$ cat src/hw/rtl/source_text_tokenizer_defines.svh
// Assertion macros for the tokenizer top level.
// Depends on nothing; the user supplies clk and rst in scope.
`ifndef SOURCE_TEXT_TOKENIZER_DEFINES_SVH
`define SOURCE_TEXT_TOKENIZER_DEFINES_SVH

// Same-cycle implication, off during reset.
`define STT_ASSERT_NOW(label, ante, cons, msg) \
  label: assert property (@(posedge clk) disable iff (rst) (ante) |-> (cons)) \
    else $error(msg);

// Next-cycle implication, off during reset.
`define STT_ASSERT_NEXT(label, ante, cons, msg) \
  label: assert property (@(posedge clk) disable iff (rst) (ante) |=> (cons)) \
    else $error(msg);

`endif

$ cat src/hw/rtl/stt_pkg.sv
// Shared types, token codes and keyword table of the tokenizer.
// No dependencies.
package stt_pkg;

  localparam int KEYWORD_WINDOW  = 6;
  localparam int LINE_COUNT_BITS = 20;
  localparam int LINE_NUM_W      = 20;
  localparam int CHAR_W          = 8;
  localparam int TOKEN_W         = 5;
  localparam int LEN_W           = $clog2(KEYWORD_WINDOW + 2);
  localparam int QUEUE_DEPTH     = 4;

  typedef enum logic [TOKEN_W-1:0] {
    TK_ID, TK_INTLITERAL, TK_MAIN, TK_READ, TK_WRITE, TK_IF, TK_ELSE, TK_WHILE,
    TK_PLUSOP, TK_MINUSOP, TK_ASSIGNOP, TK_LPAREN, TK_RPAREN, TK_MULTOP,
    TK_DIVOP, TK_COMMA, TK_SEMICOLON, TK_SCANEOF, TK_GREATER, TK_GREATEQ,
    TK_LESS, TK_LESSEQ, TK_EQUALS, TK_NOTEQ, TK_LCURL, TK_RCURL, TK_ERROR
  } token_t;

  typedef enum logic [3:0] {
    M_IDLE, M_IDENT, M_NUMBER, M_SLASH, M_COMMENT,
    M_EQ, M_BANG, M_LT, M_GT, M_COLON
  } mode_t;

  localparam logic [CHAR_W-1:0] CH_NL         = 8'h0A;
  localparam logic [CHAR_W-1:0] CH_UNDERSCORE = 8'h5F;

  localparam int KW_COUNT   = 6;
  localparam int KW_MAX_LEN = 5;

  // keyword text, left justified, zero padded
  localparam logic [KW_MAX_LEN*CHAR_W-1:0] KW_TEXT [KW_COUNT] = '{
    {"main", 8'h00}, {"if", 24'h0}, {"else", 8'h00},
    "while", {"read", 8'h00}, "write"
  };
  localparam int     KW_LEN  [KW_COUNT] = '{4, 2, 4, 5, 4, 5};
  localparam token_t KW_CODE [KW_COUNT] = '{TK_MAIN, TK_IF, TK_ELSE,
                                            TK_WHILE, TK_READ, TK_WRITE};

  // results of one input item, as queued between front and back
  typedef struct packed {
    logic                  two;
    token_t                kind0;
    token_t                kind1;
    logic [LINE_NUM_W-1:0] line;
  } result_pair_t;

endpackage

$ cat src/hw/rtl/stt_front.sv
// Scanner front end: takes one byte per cycle unless q_full, keeps the lexer
// state and line count, and queues 0 to 2 results per item. Uses stt_pkg.
module stt_front (
  input  logic                        clk,
  input  logic                        rst,
  input  logic                        push,
  input  logic [stt_pkg::CHAR_W-1:0]  char_byte,
  input  logic                        end_of_text,
  input  logic                        q_full,
  output logic                        q_push,
  output stt_pkg::result_pair_t       q_data
);
  import stt_pkg::*;

  mode_t                     mode, mode_next;
  logic [LEN_W-1:0]          len, len_next;
  logic [LINE_COUNT_BITS-1:0] line_count;
  logic [CHAR_W-1:0]         chars [KEYWORD_WINDOW];

  logic             acc;
  logic             e1_v, e2_v, done, app, bump;
  token_t           e1_k, e2_k, kw_kind;
  logic [LEN_W-1:0] app_pos;
  logic [CHAR_W-1:0] c;
  logic             is_alpha, is_digit, is_space;

  assign acc = push && !q_full;
  assign c   = char_byte;

  assign is_alpha = (c >= "a" && c <= "z") || (c >= "A" && c <= "Z");
  assign is_digit = c >= "0" && c <= "9";
  assign is_space = c == " " || (c >= 8'd9 && c <= 8'd13);

  // keyword lookup over the pending identifier
  always_comb begin
    logic hit;
    kw_kind = TK_ID;
    for (int k = KW_COUNT - 1; k >= 0; k--) begin
      hit = (len == LEN_W'(KW_LEN[k])) && (KW_LEN[k] <= KEYWORD_WINDOW);
      for (int j = 0; j < KW_MAX_LEN; j++) begin
        if (j < KW_LEN[k] &&
            chars[j] != KW_TEXT[k][(KW_MAX_LEN-1-j)*CHAR_W +: CHAR_W])
          hit = 1'b0;
      end
      if (hit) kw_kind = KW_CODE[k];
    end
  end

  always_comb begin
    e1_v = 1'b0; e1_k = TK_ID;
    e2_v = 1'b0; e2_k = TK_ID;
    done = 1'b0; app = 1'b0; app_pos = len; bump = 1'b0;
    mode_next = mode;
    if (end_of_text) begin
      unique case (mode) inside
        M_IDENT:               begin e1_v = 1'b1; e1_k = kw_kind;       end
        M_NUMBER:              begin e1_v = 1'b1; e1_k = TK_INTLITERAL; end
        M_SLASH:               begin e1_v = 1'b1; e1_k = TK_DIVOP;      end
        M_LT:                  begin e1_v = 1'b1; e1_k = TK_LESS;       end
        M_GT:                  begin e1_v = 1'b1; e1_k = TK_GREATER;    end
        M_EQ, M_BANG, M_COLON: begin e1_v = 1'b1; e1_k = TK_ERROR;      end
        default: ;
      endcase
      e2_v = 1'b1; e2_k = TK_SCANEOF;
      mode_next = M_IDLE;
      done = 1'b1;
    end else begin
      unique case (mode) inside
        M_IDENT: begin
          if (is_alpha || is_digit || c == CH_UNDERSCORE) begin
            app = 1'b1; done = 1'b1;
          end else begin
            e1_v = 1'b1; e1_k = kw_kind;
          end
        end
        M_NUMBER: begin
          if (is_digit) done = 1'b1;
          else begin e1_v = 1'b1; e1_k = TK_INTLITERAL; end
        end
        M_SLASH: begin
          if (c == "/") begin mode_next = M_COMMENT; done = 1'b1; end
          else begin e1_v = 1'b1; e1_k = TK_DIVOP; end
        end
        M_COMMENT: begin
          if (c == CH_NL) begin bump = 1'b1; mode_next = M_IDLE; end
          done = 1'b1;
        end
        M_EQ, M_BANG, M_COLON, M_LT, M_GT: begin
          e1_v = 1'b1;
          if (c == "=") begin
            done = 1'b1; mode_next = M_IDLE;
            unique case (mode)
              M_EQ:    e1_k = TK_EQUALS;
              M_BANG:  e1_k = TK_NOTEQ;
              M_COLON: e1_k = TK_ASSIGNOP;
              M_LT:    e1_k = TK_LESSEQ;
              default: e1_k = TK_GREATEQ;
            endcase
          end else begin
            unique case (mode)
              M_LT:    e1_k = TK_LESS;
              M_GT:    e1_k = TK_GREATER;
              default: e1_k = TK_ERROR;
            endcase
          end
        end
        default: ;
      endcase

      // byte not consumed above: handle it from idle
      if (!done) begin
        mode_next = M_IDLE;
        if (is_space) begin
          bump = (c == CH_NL);
        end else if (is_alpha) begin
          app = 1'b1; app_pos = '0; mode_next = M_IDENT;
        end else if (is_digit) begin
          mode_next = M_NUMBER;
        end else begin
          e2_v = 1'b1;
          case (c)
            "(":     e2_k = TK_LPAREN;
            ")":     e2_k = TK_RPAREN;
            "{":     e2_k = TK_LCURL;
            "}":     e2_k = TK_RCURL;
            ",":     e2_k = TK_COMMA;
            ";":     e2_k = TK_SEMICOLON;
            "+":     e2_k = TK_PLUSOP;
            "-":     e2_k = TK_MINUSOP;
            "*":     e2_k = TK_MULTOP;
            "/":     begin e2_v = 1'b0; mode_next = M_SLASH; end
            "=":     begin e2_v = 1'b0; mode_next = M_EQ;    end
            "!":     begin e2_v = 1'b0; mode_next = M_BANG;  end
            "<":     begin e2_v = 1'b0; mode_next = M_LT;    end
            ">":     begin e2_v = 1'b0; mode_next = M_GT;    end
            ":":     begin e2_v = 1'b0; mode_next = M_COLON; end
            default: e2_k = TK_ERROR;
          endcase
        end
      end
    end

    // length saturates one past the window
    len_next = len;
    if (end_of_text) len_next = '0;
    else if (app) begin
      if (app_pos < LEN_W'(KEYWORD_WINDOW + 1)) len_next = app_pos + 1'b1;
      else len_next = app_pos;
    end
  end

  always_ff @(posedge clk) begin
    if (rst) begin
      mode       <= M_IDLE;
      len        <= '0;
      line_count <= LINE_COUNT_BITS'(1);
    end else if (acc) begin
      mode <= mode_next;
      len  <= len_next;
      if (bump && line_count != '1) line_count <= line_count + 1'b1;
    end
  end

  always_ff @(posedge clk) begin
    for (int i = 0; i < KEYWORD_WINDOW; i++) begin
      if (acc && app && app_pos == LEN_W'(i)) chars[i] <= c;
    end
  end

  // all results of one byte carry the line before any newline it holds
  assign q_push       = acc && (e1_v || e2_v);
  assign q_data.two   = e1_v && e2_v;
  assign q_data.kind0 = e1_v ? e1_k : e2_k;
  assign q_data.kind1 = e2_k;
  assign q_data.line  = LINE_NUM_W'(line_count);

endmodule

$ cat src/hw/rtl/stt_queue.sv
// Short FIFO of result pairs between the scanner and the output stage.
// Uses stt_pkg.
module stt_queue (
  input  logic                  clk,
  input  logic                  rst,
  input  logic                  push,
  input  stt_pkg::result_pair_t wdata,
  output logic                  full,
  input  logic                  pop,
  output stt_pkg::result_pair_t rdata,
  output logic                  avail
);
  import stt_pkg::*;

  localparam int PTR_W = $clog2(QUEUE_DEPTH);
  localparam int CNT_W = $clog2(QUEUE_DEPTH + 1);

  result_pair_t     slots [QUEUE_DEPTH];
  logic [PTR_W-1:0] wr_ptr, rd_ptr;
  logic [CNT_W-1:0] count;
  logic             do_push, do_pop;

  assign full    = count == CNT_W'(QUEUE_DEPTH);
  assign avail   = count != '0;
  assign do_push = push && !full;
  assign do_pop  = pop && avail;
  assign rdata   = slots[rd_ptr];

  always_ff @(posedge clk) begin
    if (rst) begin
      wr_ptr <= '0;
      rd_ptr <= '0;
      count  <= '0;
    end else begin
      if (do_push) wr_ptr <= wr_ptr + 1'b1;
      if (do_pop)  rd_ptr <= rd_ptr + 1'b1;
      if (do_push && !do_pop)      count <= count + 1'b1;
      else if (do_pop && !do_push) count <= count - 1'b1;
    end
  end

  always_ff @(posedge clk) begin
    if (do_push) slots[wr_ptr] <= wdata;
  end

endmodule

$ cat src/hw/rtl/stt_back.sv
// Output stage: holds one result pair and hands out its items one per pop.
// Uses stt_pkg.
module stt_back (
  input  logic                          clk,
  input  logic                          rst,
  input  logic                          q_avail,
  input  stt_pkg::result_pair_t         q_data,
  output logic                          q_pop,
  output logic                          empty,
  input  logic                          pop,
  output logic [stt_pkg::TOKEN_W-1:0]   token_kind,
  output logic [stt_pkg::LINE_NUM_W-1:0] line_number,
  output logic                          last_of_run
);
  import stt_pkg::*;

  result_pair_t cur;
  logic         valid, phase;
  logic         taken, finishing;

  assign finishing = phase || !cur.two;
  assign taken     = pop && valid;
  assign q_pop     = q_avail && (!valid || (taken && finishing));

  always_ff @(posedge clk) begin
    if (rst) begin
      valid <= 1'b0;
      phase <= 1'b0;
    end else if (taken && !finishing) begin
      phase <= 1'b1;
    end else if (q_pop) begin
      valid <= 1'b1;
      phase <= 1'b0;
    end else if (taken) begin
      valid <= 1'b0;
      phase <= 1'b0;
    end
  end

  always_ff @(posedge clk) begin
    if (q_pop) cur <= q_data;
  end

  assign empty       = !valid;
  assign token_kind  = phase ? cur.kind1 : cur.kind0;
  assign line_number = cur.line;
  assign last_of_run = finishing;

endmodule

$ cat src/hw/rtl/source_text_tokenizer.sv
// Top level of the byte-serial source text tokenizer.
// Depends on stt_pkg, stt_front, stt_queue, stt_back and the defines header.
//
//   channel  | handshake          | payload
//   ---------+--------------------+--------------------------------------
//   input    | push / full        | char_byte[7:0], end_of_text
//   result   | empty / pop        | token_kind[4:0], line_number[19:0],
//            |                    | last_of_run
//
// One byte is taken every cycle while full is low; the scanner resolves it
// in that cycle and queues its one or two results, if any, as one entry.
// A result passes through the queue and then the output stage register;
// the output stage gives one item per cycle while pop is high, so a byte
// that yields two items holds it for both, absorbed by the four-entry queue.
// full rises only when that queue is full; reset (rst, synchronous) returns
// the scanner to idle between tokens with line 1 and empties the queue.
module source_text_tokenizer (
  input  logic                           clk,
  input  logic                           rst,
  input  logic                           push,
  output logic                           full,
  input  logic [stt_pkg::CHAR_W-1:0]     char_byte,
  input  logic                           end_of_text,
  output logic                           empty,
  input  logic                           pop,
  output logic [stt_pkg::TOKEN_W-1:0]    token_kind,
  output logic [stt_pkg::LINE_NUM_W-1:0] line_number,
  output logic                           last_of_run
);
  import stt_pkg::*;

  `include "source_text_tokenizer_defines.svh"

  // scanner -> queue
  logic         fq_push;
  result_pair_t fq_data;
  logic         q_full;

  // queue -> output stage
  logic         q_pop, q_avail;
  result_pair_t q_head;

  stt_front u_front (
    .clk         (clk),
    .rst         (rst),
    .push        (push),
    .char_byte   (char_byte),
    .end_of_text (end_of_text),
    .q_full      (q_full),
    .q_push      (fq_push),
    .q_data      (fq_data)
  );

  stt_queue u_queue (
    .clk   (clk),
    .rst   (rst),
    .push  (fq_push),
    .wdata (fq_data),
    .full  (q_full),
    .pop   (q_pop),
    .rdata (q_head),
    .avail (q_avail)
  );

  stt_back u_back (
    .clk         (clk),
    .rst         (rst),
    .q_avail     (q_avail),
    .q_data      (q_head),
    .q_pop       (q_pop),
    .empty       (empty),
    .pop         (pop),
    .token_kind  (token_kind),
    .line_number (line_number),
    .last_of_run (last_of_run)
  );

  // the scanner stalls only on a full queue
  assign full = q_full;

  // end of text always closes the run of its item
  `STT_ASSERT_NOW(a_eof_is_last, !empty && token_kind == TK_SCANEOF, last_of_run, "SCANEOF not last of run")
  // line numbering starts at one and saturates, so never reads zero
  `STT_ASSERT_NOW(a_line_nonzero, !empty, line_number != '0, "line number zero")
  // the second item of a pair follows at once
  `STT_ASSERT_NEXT(a_pair_follows, pop && !empty && !last_of_run, !empty, "second item lost")

endmodule
$ cat config.mk
export PLATFORM = sky130hd
export DESIGN_NAME = source_text_tokenizer
export DESIGN_NICKNAME = d
export VERILOG_FILES = /design/src/hw/rtl/stt_pkg.sv /design/src/hw/rtl/stt_front.sv /design/src/hw/rtl/stt_queue.sv /design/src/hw/rtl/stt_back.sv /design/src/hw/rtl/source_text_tokenizer.sv
export VERILOG_INCLUDE_DIRS = /design/src /design/src/hw/rtl
export SDC_FILE = /design/constraint.sdc
export NUM_CORES = 1
export LEC_CHECK = 0
export BUFFER_PORTS_ARGS = -buffer_cell sky130_fd_sc_hd__buf_2
export CAP_MARGIN = 20
export CORE_ASPECT_RATIO = 1.1
export CORE_MARGIN = 1.5
export CORE_UTILIZATION = 45
export CTS_CLUSTER_SIZE = 28
export DETAILED_ROUTE_END_ITERATION = 10
export HOLD_SLACK_MARGIN = 0.03
export PLACE_DENSITY = 0.67
export SETUP_SLACK_MARGIN = 0.05
export SYNTH_ARGS = -nofsm -noshare
export SYNTH_HDL_FRONTEND = slang
export SYNTH_SLANG_ARGS = --single-unit
$ cat constraint.sdc
create_clock -name clk -period 4 [get_ports clk]
set_input_delay 0 -clock clk [delete_from_list [all_inputs] [get_ports clk]]
set_output_delay 0 -clock clk [all_outputs]
set_load 0.005 [all_outputs]
### After elaboration in Yosys (flattened, before gate mapping)

Memories as Yosys holds them, arrays and structs flattened. A register that Yosys moved wholly into a read port is not among the register bits.
Cells that the tools add are included.

| storage, ports and cells | value |
|---|---|
| word-level logic and storage cells | 268 |
| memory bits (read-only) | 0 |
| bits in latches | 0 |
| bits of input ports | 13 |
| register bits | 36 |
| bits in writable memories | 172 |
| memories kept | 2 |
| output and inout bits | 28 |

Memories:

| name | words | bits a word | read ports | clocked after Yosys merged registers in | wr ports | RTL line | RTL |
|---|---|---|---|---|---|---|---|
| u_queue.slots | 4 | 31 | 1 | 1 | 1 | stt_queue.sv:18 | `result_pair_t slots [QUEUE_DEPTH];` |
| u_front.chars | 6 | 8 | 5 | 0 | 1 | stt_front.sv:18 | `logic [CHAR_W-1:0] chars [KEYWORD_WINDOW];` |

| operators by class | value |
|---|---|
| $add $sub $neg | 6 |
| bitwise operators | 1 |
| reductions and logical operators | 55 |
| divide/modulo/power cells | 0 |
| shift-type cells | 0 |
| mux-type cells | 126 |
| equal/unequal tests | 61 |
| multipliers | 0 |
| magnitude comparators | 9 |

Operators by type and width:

| operator | number |
|---|---|
| 8-bit by 7-bit inequality test with 1-bit output (second input constant) | 20 |
| 8-bit by 6-bit == test with 1-bit output (second input constant) | 14 |
| 5-bit 2-to-1 mux | 15 |
| 1-bit 2-to-1 mux | 73 |
| 5-bit case mux with 10 select lines | 1 |
| 8-bit OR reduction | 6 |
| 3-bit 2-to-1 mux | 15 |
| 8-bit 2-to-1 mux | 5 |
| 5-bit case mux with 4 select lines | 2 |
| 4-bit 2-to-1 mux | 9 |
| 5-bit case mux with 6 select lines | 1 |
| 8-bit by 7-bit == test with 1-bit output (second input constant) | 3 |
| 4-bit case mux with 6 select lines | 1 |
| 1-bit logical AND | 23 |
| 20-bit by 1-bit adder with 20-bit output (second input constant) | 1 |
| 20-bit inequality test (second input constant) | 1 |
| 4-bit by 3-bit == test with 1-bit output (second input constant) | 4 |
| 8-bit by 7-bit greater-or-equal comparator with 1-bit output (second input constant) | 2 |
| 8-bit by 7-bit <= comparator with 1-bit output (second input constant) | 2 |
| 3-bit == test (second input constant) | 5 |
| 4-bit case mux with 3 select lines | 1 |
| 3-bit by 2-bit == test with 1-bit output (second input constant) | 3 |
| 4-bit by 2-bit == test with 1-bit output (second input constant) | 2 |
| 4-bit == test (second input constant) | 2 |
| 28 further kinds | 47 |

### Longest topological paths before layout

| depth | value |
|---|---|
| depth in word-level cells | 21 |
| depth in mapped cells | 14 |
| mapped depth without buffers | 12 |

### By module

Synthesis repeated with hierarchy kept, for this count alone.

| second synthesis, totals | value |
|---|---|
| cells, all modules | 704 |
| area total of the unflattened synthesis | 10,326.2 um2 |

By module, submodules not included:

| module | cells an instance | area an instance (um2) | instances | sequential area each (um2) |
|---|---|---|---|---|
| stt_queue | 209 | 4,942.2 | 1 | 3,903.7 |
| stt_front | 427 | 4,126.5 | 1 | 1,741.7 |
| stt_back | 68 | 1,257.5 | 1 | 970.9 |

### Least setup slack after synthesis

Ideal clock, no wire load.

| timing | value |
|---|---|
| path kind | register to register |
| start | register u_back.phase |
| end | register u_queue.count[2] |
| data arrival time | 3,633 ps |
| setup slack | 297 ps |
| buffers on the path | 1 |
| stages on the path, launching flop included | 13 |
| clock period less this slack | 3,703 ps |
| data required time | 3,930 ps |
| setup time | 70 ps |
| cells stage by stage | dfxtp_1 clkbuf_1 inv_1 nand2_1 nand2_1 a21oi_1 inv_1 ha_1 inv_1 fa_1 xor2_1 or3_1 a21oi_1 |

| on the way | value |
|---|---|
| longest elaborated chain between the ends | 8 |
| elaborated cells between the ends (all ways) | 10 |
| those cells by class | mux: 1; reduce/logical: 9 |

RTL lines:

| element | RTL line | RTL |
|---|---|---|
| start: declaration | stt_back.sv:18 | `logic valid, phase;` |
| start signal: assignment | stt_back.sv:28 | `phase <= 1'b0;` |
| start signal: assignment | stt_back.sv:30 | `phase <= 1'b1;` |
| start signal: assignment | stt_back.sv:33 | `phase <= 1'b0;` |
| 1-bit logical OR * | stt_back.sv:21 | `assign finishing = phase \|\| !cur.two;` |
| via last_of_run | source_text_tokenizer.sv:28 | `output logic last_of_run` |
| 1-bit logical AND * | stt_back.sv:23 | `assign q_pop = q_avail && (!valid \|\| (taken && finishing));` |
| 1-bit logical OR * | stt_back.sv:23 |  |
| 1-bit logical AND * | stt_back.sv:23 |  |
| via q_pop | source_text_tokenizer.sv:40 | `logic q_pop, q_avail;` |
| 1-bit logical AND * | stt_queue.sv:26 | `assign do_pop = pop && avail;` |
| 1-bit logical NOT | stt_queue.sv:37 | `if (do_push && !do_pop) count <= count + 1'b1;` |
| 1-bit logical AND | stt_queue.sv:37 |  |
| 3-bit 2-to-1 mux / 2-bit nonzero test (equally long branches) | n/a |  |
| end signal: assignment | stt_queue.sv:37 |  |
| end signal: assignment | stt_queue.sv:38 | `else if (do_pop && !do_push) count <= count - 1'b1;` |
| end: declaration | stt_queue.sv:20 | `logic [CNT_W-1:0] count;` |

Mark *: on every way through the listed nets, which the timed path passes. The rest lies on a longest branch.
A chain may end at the register's enable or synchronous reset.

### Final worst setup path

| timing | value |
|---|---|
| start | input port char_byte[3] (netlist name) |
| end | register u_queue.count[2] |

| on the way | value |
|---|---|
| longest elaborated chain between the ends | 16 |
| elaborated cells between the ends (all ways) | 50 |
| those cells by class | order compare: 8; eq/ne: 8; mux: 18; reduce/logical: 16 |

RTL lines:

| element | RTL line | RTL |
|---|---|---|
| start: declaration | source_text_tokenizer.sv:22 | `input logic [stt_pkg::CHAR_W-1:0] char_byte,` |
| 8-bit by 7-bit greater-or-equal comparator with 1-bit output / 8-bit by 7-bit <= comparator with 1-bit output (equally long branches) | stt_front.sv:30 | `assign is_alpha = (c >= "a" && c <= "z") \|\| (c >= "A" && c <= "Z");` |
| 1-bit logical AND | stt_front.sv:30 |  |
| 1-bit logical OR | stt_front.sv:30 |  |
| 1-bit logical OR (2 in series) | stt_front.sv:70 | `if (is_alpha \|\| is_digit \|\| c == CH_UNDERSCORE) begin` |
| 1-bit 2-to-1 mux | stt_front.sv:70 |  |
| 1-bit case mux with 5 select lines | stt_front.sv:68 | `unique case (mode) inside` |
| 1-bit 2-to-1 mux | stt_front.sv:54 | `if (end_of_text) begin` |
| 1-bit 2-to-1 mux | stt_front.sv:111 | `if (!done) begin` |
| 1-bit 2-to-1 mux | stt_front.sv:54 |  |
| 1-bit logical OR * | stt_front.sv:171 | `assign q_push = acc && (e1_v \|\| e2_v);` |
| 1-bit logical AND * | stt_front.sv:171 |  |
| 1-bit logical AND * | stt_queue.sv:25 | `assign do_push = push && !full;` |
| via u_queue.do_push | stt_queue.sv:21 | `logic do_push, do_pop;` |
| 1-bit logical NOT | stt_queue.sv:38 |  |
| 1-bit logical AND | stt_queue.sv:38 |  |
| 2-bit nonzero test (no line) | n/a |  |

Mark *: on every way through the listed nets, which the timed path passes. The rest lies on a longest branch. The select of a mux whose other input is x is not followed.

==> results.md <==
- The core box area is 21,500 um^2.
- The portion of the post-synthesis area used by sequential elements is 0.659.
- The floorplan has 56 rows.
- The number of fill cells is 1,776.
- The count of final hold-check violations is 0.
- The total area of multi-input combinational cells is 3080 um^2.
- The maximum ir drop on the vdd rail is 0.300 mV.
- The power per cell area is 553 nW/um^2.
- The fraction of the core area covered by cells at the end of the flow is 0.524.
- The required time of the worst setup path is 4.44 ns.
- The via count of the first global-routing pass is 5,974.
- The fraction of synthesized cell area taken by the top area cell type is 0.587.
- The worst setup slack for register-to-register paths is 0.49 ns.
- Counting cells, the worst reg-to-reg path comes to 12.
- The largest clock skew in the final design is 0.0138 ns.
- Using the TritonRoute via totals, the vias-per-cell ratio works out to 5.62.
- TritonCTS built the clock tree.
- The floorplan step set the die height to 159 um.
- The number of enable-type register cells in the synthesized netlist is 195.
- The worst hold path stage count is 3.
- The repair_antennas step left the layout with diodes totalling 0.
- The post-detailed-route DRC marker count is 0.
- The count of input and output buffers is 40.
- The critical path starts at char_byte[3].
- The tree built by TritonCTS fans out to 231 sinks.
- In the final layout, the share of cells above drive strength 1 is 0.184.
- In this run the remaining antenna-violating nets after routing total 0.
- In the final design database the tool counted 766 nets.
- The overall routed net length is 19,800 um.
- In this run the worst setup path terminates at u_queue.count[2].
- The number of standard cells after synthesis is 696.
- The post-synthesis sequential element count is 231.
- The total number of yosys warnings is 0.
- The number of levels the H-tree was split into is 1.
- The first global-routing pass estimated 31,900 um of wire.
- The met1 global-route usage is 0.220.
- The post-synthesis async set-or-reset flop share is 0.
- The floorplan step set the die width to 145 um.
- The unique cell type count in the Yosys netlist is 78.
- The flow ran to the end, and the final reports show no timing, DRC or antenna violations.
- The initial standard-cell utilization of the core is 0.464.
- The post-detailed-placement half-perimeter wirelength is 13,100 um.
- The highest attainable clock frequency is 275 MHz.
- The finished layout holds 1,049 standard cells, fillers aside.
- Setup violations remaining at the end of the flow were counted as 0.
- The signal on the critical path passes through dlygate4sd3_1 -> buf_2 -> or4_1 -> o221ai_2 -> nor2_1 -> nor4b_1 -> a31oi_1 -> a21oi_2 -> ha_1 -> inv_1 -> fa_1 -> xor2_1 -> or3_1 -> a21oi_1.
- For the finished layout, the period the worst path requires is 3.64 ns.
- In this run the critical register-to-register path is launched from u_front.mode[3].
- During I/O placement, the number of pins put on the boundary was 41.
- In the global route stage, met2 resource usage came out at 0.306.
- The worst hold path belongs to the class in -> reg.
- Among all stages on the critical path, the largest delay is contributed by sky130_fd_sc_hd__dlygate4sd3_1.
- The DRC violation total after the first TritonRoute iteration is 410.
- The die area is 23,100 um^2.
- After clock tree synthesis, the clock-pin slew on the worst setup and hold paths is 0.06 ns.
- The largest driver fanout on the critical path is 22.
- The count of placed standard cells including taps is 994.
- STA classifies the critical path startpoint as a primary input.
- The cell type with the largest total area after synthesis is sky130_fd_sc_hd__edfxtp_1.
- Across the run, the number of max-cap violations was 0.
- The pre-CTS setup slack is 0.418 ns.
- The longest clock path from root to sink contains 3 buffers.
- The critical path's largest stage delay is 0.53 ns.
- The primary flip-flop cell chosen by synthesis mapping is sky130_fd_sc_hd__edfxtp_1.
- Yosys attributes the largest share of cell area to sky130_fd_sc_hd__edfxtp_1 59%, sky130_fd_sc_hd__dfxtp_1 7.2%, sky130_fd_sc_hd__mux4_2 7.0%, sky130_fd_sc_hd__nor2_1 2.3%, sky130_fd_sc_hd__nand2_1 1.8%.
- By startpoint and endpoint, the worst setup path is classified as in -> reg.
- In this run, post-CTS repair resized a total of 0 instances.
- The endpoint identified for the worst register-to-register timing path is u_queue.count[2].
- Across all layers, the routed design uses 5,895 vias.
- The post-synthesis net count is 721.
- For this design the static power due to leakage is 3.67 nW.
- The worst pin sits at a relative slew slack of 0.433.
- The total overflow left after global routing is 0.
- Summing all flip-flop and latch instances after layout gives 6580 um^2.
- For the worst setup path, the data arrival time is 4.08 ns.
- After detailed routing, the average wire length per cell comes to 18.9 um.
- The later pin in the worst-skew pair is clocked with a latency of 0.51 ns.
- Entering global routing, the biggest net connects 34 pins.
- The final worst slack is 0.363 ns.
- Setup repair after global routing left no endpoint under its margin.
- The mean area per synthesized cell is 14.3 um^2.
- Buffers inserted during clock tree synthesis total 24.
- The global routing stage identified its most utilized layer as met2.
- Across every metal layer, demand over resource in global routing totals 0.173.
- The area of the mapped netlist is 9970 um^2.
- For the final routed database, the setup TNS stands at 0 ns.
- The final estimated routing congestion in global placement is 0.882.
- Relative to the synthesized area, the layout overhead comes to 13.0%.
- The number of antenna violations at the first check in global routing was 0.
- STA classifies the critical path endpoint as a flop.
- The post-route clock period utilization is 0.909.
- For the pin with the worst max-slew slack, the measured transition is 0.848 ns.
- The pre-antenna-repair detailed-routing pass consisted of 7 iterations.
- The overall power after layout is 6.24 mW.
- The max-slew violation count is 0.
- The met3 capacity usage during global routing is 0.0246.
- The root buffer cell chosen for the clock tree is sky130_fd_sc_hd__clkbuf_16.
synth_stat cells (3+ instances only):
cell                         n
sky130_fd_sc_hd__nand4b_1    6
sky130_fd_sc_hd__o21ai_0    10
sky130_fd_sc_hd__or4_1       6
sky130_fd_sc_hd__nand4_1    10
sky130_fd_sc_hd__a21oi_1    22
sky130_fd_sc_hd__a21o_1      6
sky130_fd_sc_hd__and3_1      3
sky130_fd_sc_hd__nor4_1     11
sky130_fd_sc_hd__ha_1       11
sky130_fd_sc_hd__xnor2_1     7
sky130_fd_sc_hd__mux4_2     31
sky130_fd_sc_hd__nand2b_1    7
sky130_fd_sc_hd__dfxtp_1    36
sky130_fd_sc_hd__o221ai_1    4
sky130_fd_sc_hd__and2_1     10
sky130_fd_sc_hd__nor3_1     15
sky130_fd_sc_hd__a211oi_1    4
sky130_fd_sc_hd__nand2_1    49
sky130_fd_sc_hd__nand3_1    19
sky130_fd_sc_hd__clkbuf_1   20
sky130_fd_sc_hd__nor4b_1     3
sky130_fd_sc_hd__inv_1      18
sky130_fd_sc_hd__nor2_1     61
sky130_fd_sc_hd__and4_1      3
sky130_fd_sc_hd__or4b_1      3
sky130_fd_sc_hd__nor4bb_1    3
sky130_fd_sc_hd__nor3b_1     3
sky130_fd_sc_hd__nor2b_1     7
sky130_fd_sc_hd__xor2_1     14
sky130_fd_sc_hd__buf_4      20
sky130_fd_sc_hd__nand3b_1    4
sky130_fd_sc_hd__a22oi_1     4
sky130_fd_sc_hd__a31oi_1     3
sky130_fd_sc_hd__edfxtp_1  195
sky130_fd_sc_hd__mux2_2      6
sky130_fd_sc_hd__buf_1       4
sky130_fd_sc_hd__a32oi_1     3
sky130_fd_sc_hd__or3_1       5
area by class of cell:
cell class | count | area share
Clock buffer | 29 | 0.0567
Clock inverter | 15 | 0.0109
Inverter | 18 | 0.00599
Multi-Input combinational cell | 400 | 0.273
Sequential cell | 231 | 0.584
Tap cell | 290 | 0.0322
Timing Repair Buffer | 66 | 0.0375
registers in the layout, summed over array words and instances, names as in the netlist:
signal              flops
u_back.cur             11
u_back.line_number     20
u_back.phase            1
u_back.valid            1
u_front.chars          40
u_front.len             3
u_front.line_count     20
u_front.mode            4
u_queue.count           3
u_queue.rd_ptr          2
u_queue.slots         124
u_queue.wr_ptr          2
timing repair:
action                    in CTS  in global routing
setup buffers                  0                  0
hold buffers                  11                  0
hold endpoints to repair      60                  0
worst max-delay path, delay by kind of cell:
kind / cells / cell delay (ns)
buffers and inverters: 3 / 0.84
and+or+nand+nor: 4 / 1.40
adders and majority gates: 2 / 0.68
AOI/OAI and AO/OA: 4 / 0.98
xor gates and xnor gates: 1 / 0.18
power by group:
part / internal, mW / total [mW] / switching (mW) / leakage, nW
clock network: 1.21 / 2.11 / 0.896 / 0.378
registers: 3.01 / 3.16 / 0.148 / 1.98
logic: 0.461 / 0.969 / 0.509 / 1.30
total: 4.68 / 6.24 / 1.55 / 3.67
worst min path at each step:
| stage | from | end |
|---|---|---|
| 6_report | end_of_text | u_front.mode[0] |
| 2_1_floorplan | char_byte[0] | u_front.chars[0][0] |
| 4_1_cts | end_of_text | u_front.mode[0] |
| 3_3_place_gp | pop | u_back.valid |
| 5_1_grt | end_of_text | u_front.mode[2] |
| 3_5_place_dp | u_back.line_number[7] | line_number[7] |
metal layers:
| layer | up-vias | share of wire |
|---|---|---|
| met2 | 160 | 0.51 |
| met1 | 2936 | 0.42 |
| met5 | - | 0 |
| li1 | 2762 | - |
| met3 | 37 | 0.043 |
| met4 | 0 | 0.027 |
cell families after synthesis:
group,after synthesis,share of synthesized area
AND/OR/NAND/NOR,237,0.128
flip-flops,231,0.659
AO/OA/AOI/OAI,89,0.0644
buffers and inverters,65,0.0330
multiplexers,40,0.0799
XOR/XNOR,21,0.0184
adder cells (fa/ha/maj),13,0.0168
per-stage QoR:
step | hold slack (ns) | instance area [um^2]
finish | 0.0642 | 11300
global route | 0.0820 | 11300
CTS | 0.0344 | 11300
detailed placement | 0.392 | 10400
global placement | 0.388 | 10400
floorplan | 0.0989 | 9970
placed cells by master, fill, tap and decap left out, types with 15 or more instances in the layout:
master	Yosys	layout
sky130_fd_sc_hd__edfxtp_1	195	195
sky130_fd_sc_hd__nor2_1	61	61
sky130_fd_sc_hd__nand2_1	49	49
sky130_fd_sc_hd__buf_2	1	40
sky130_fd_sc_hd__dfxtp_1	36	35
sky130_fd_sc_hd__mux4_2	31	31
sky130_fd_sc_hd__clkbuf_16	0	24
sky130_fd_sc_hd__a21oi_1	22	21
sky130_fd_sc_hd__nand3_1	19	19
sky130_fd_sc_hd__inv_1	18	18
sky130_fd_sc_hd__nor3_1	15	15
sky130_fd_sc_hd__buf_4	20	15
Power figures use the tool's default switching activity.
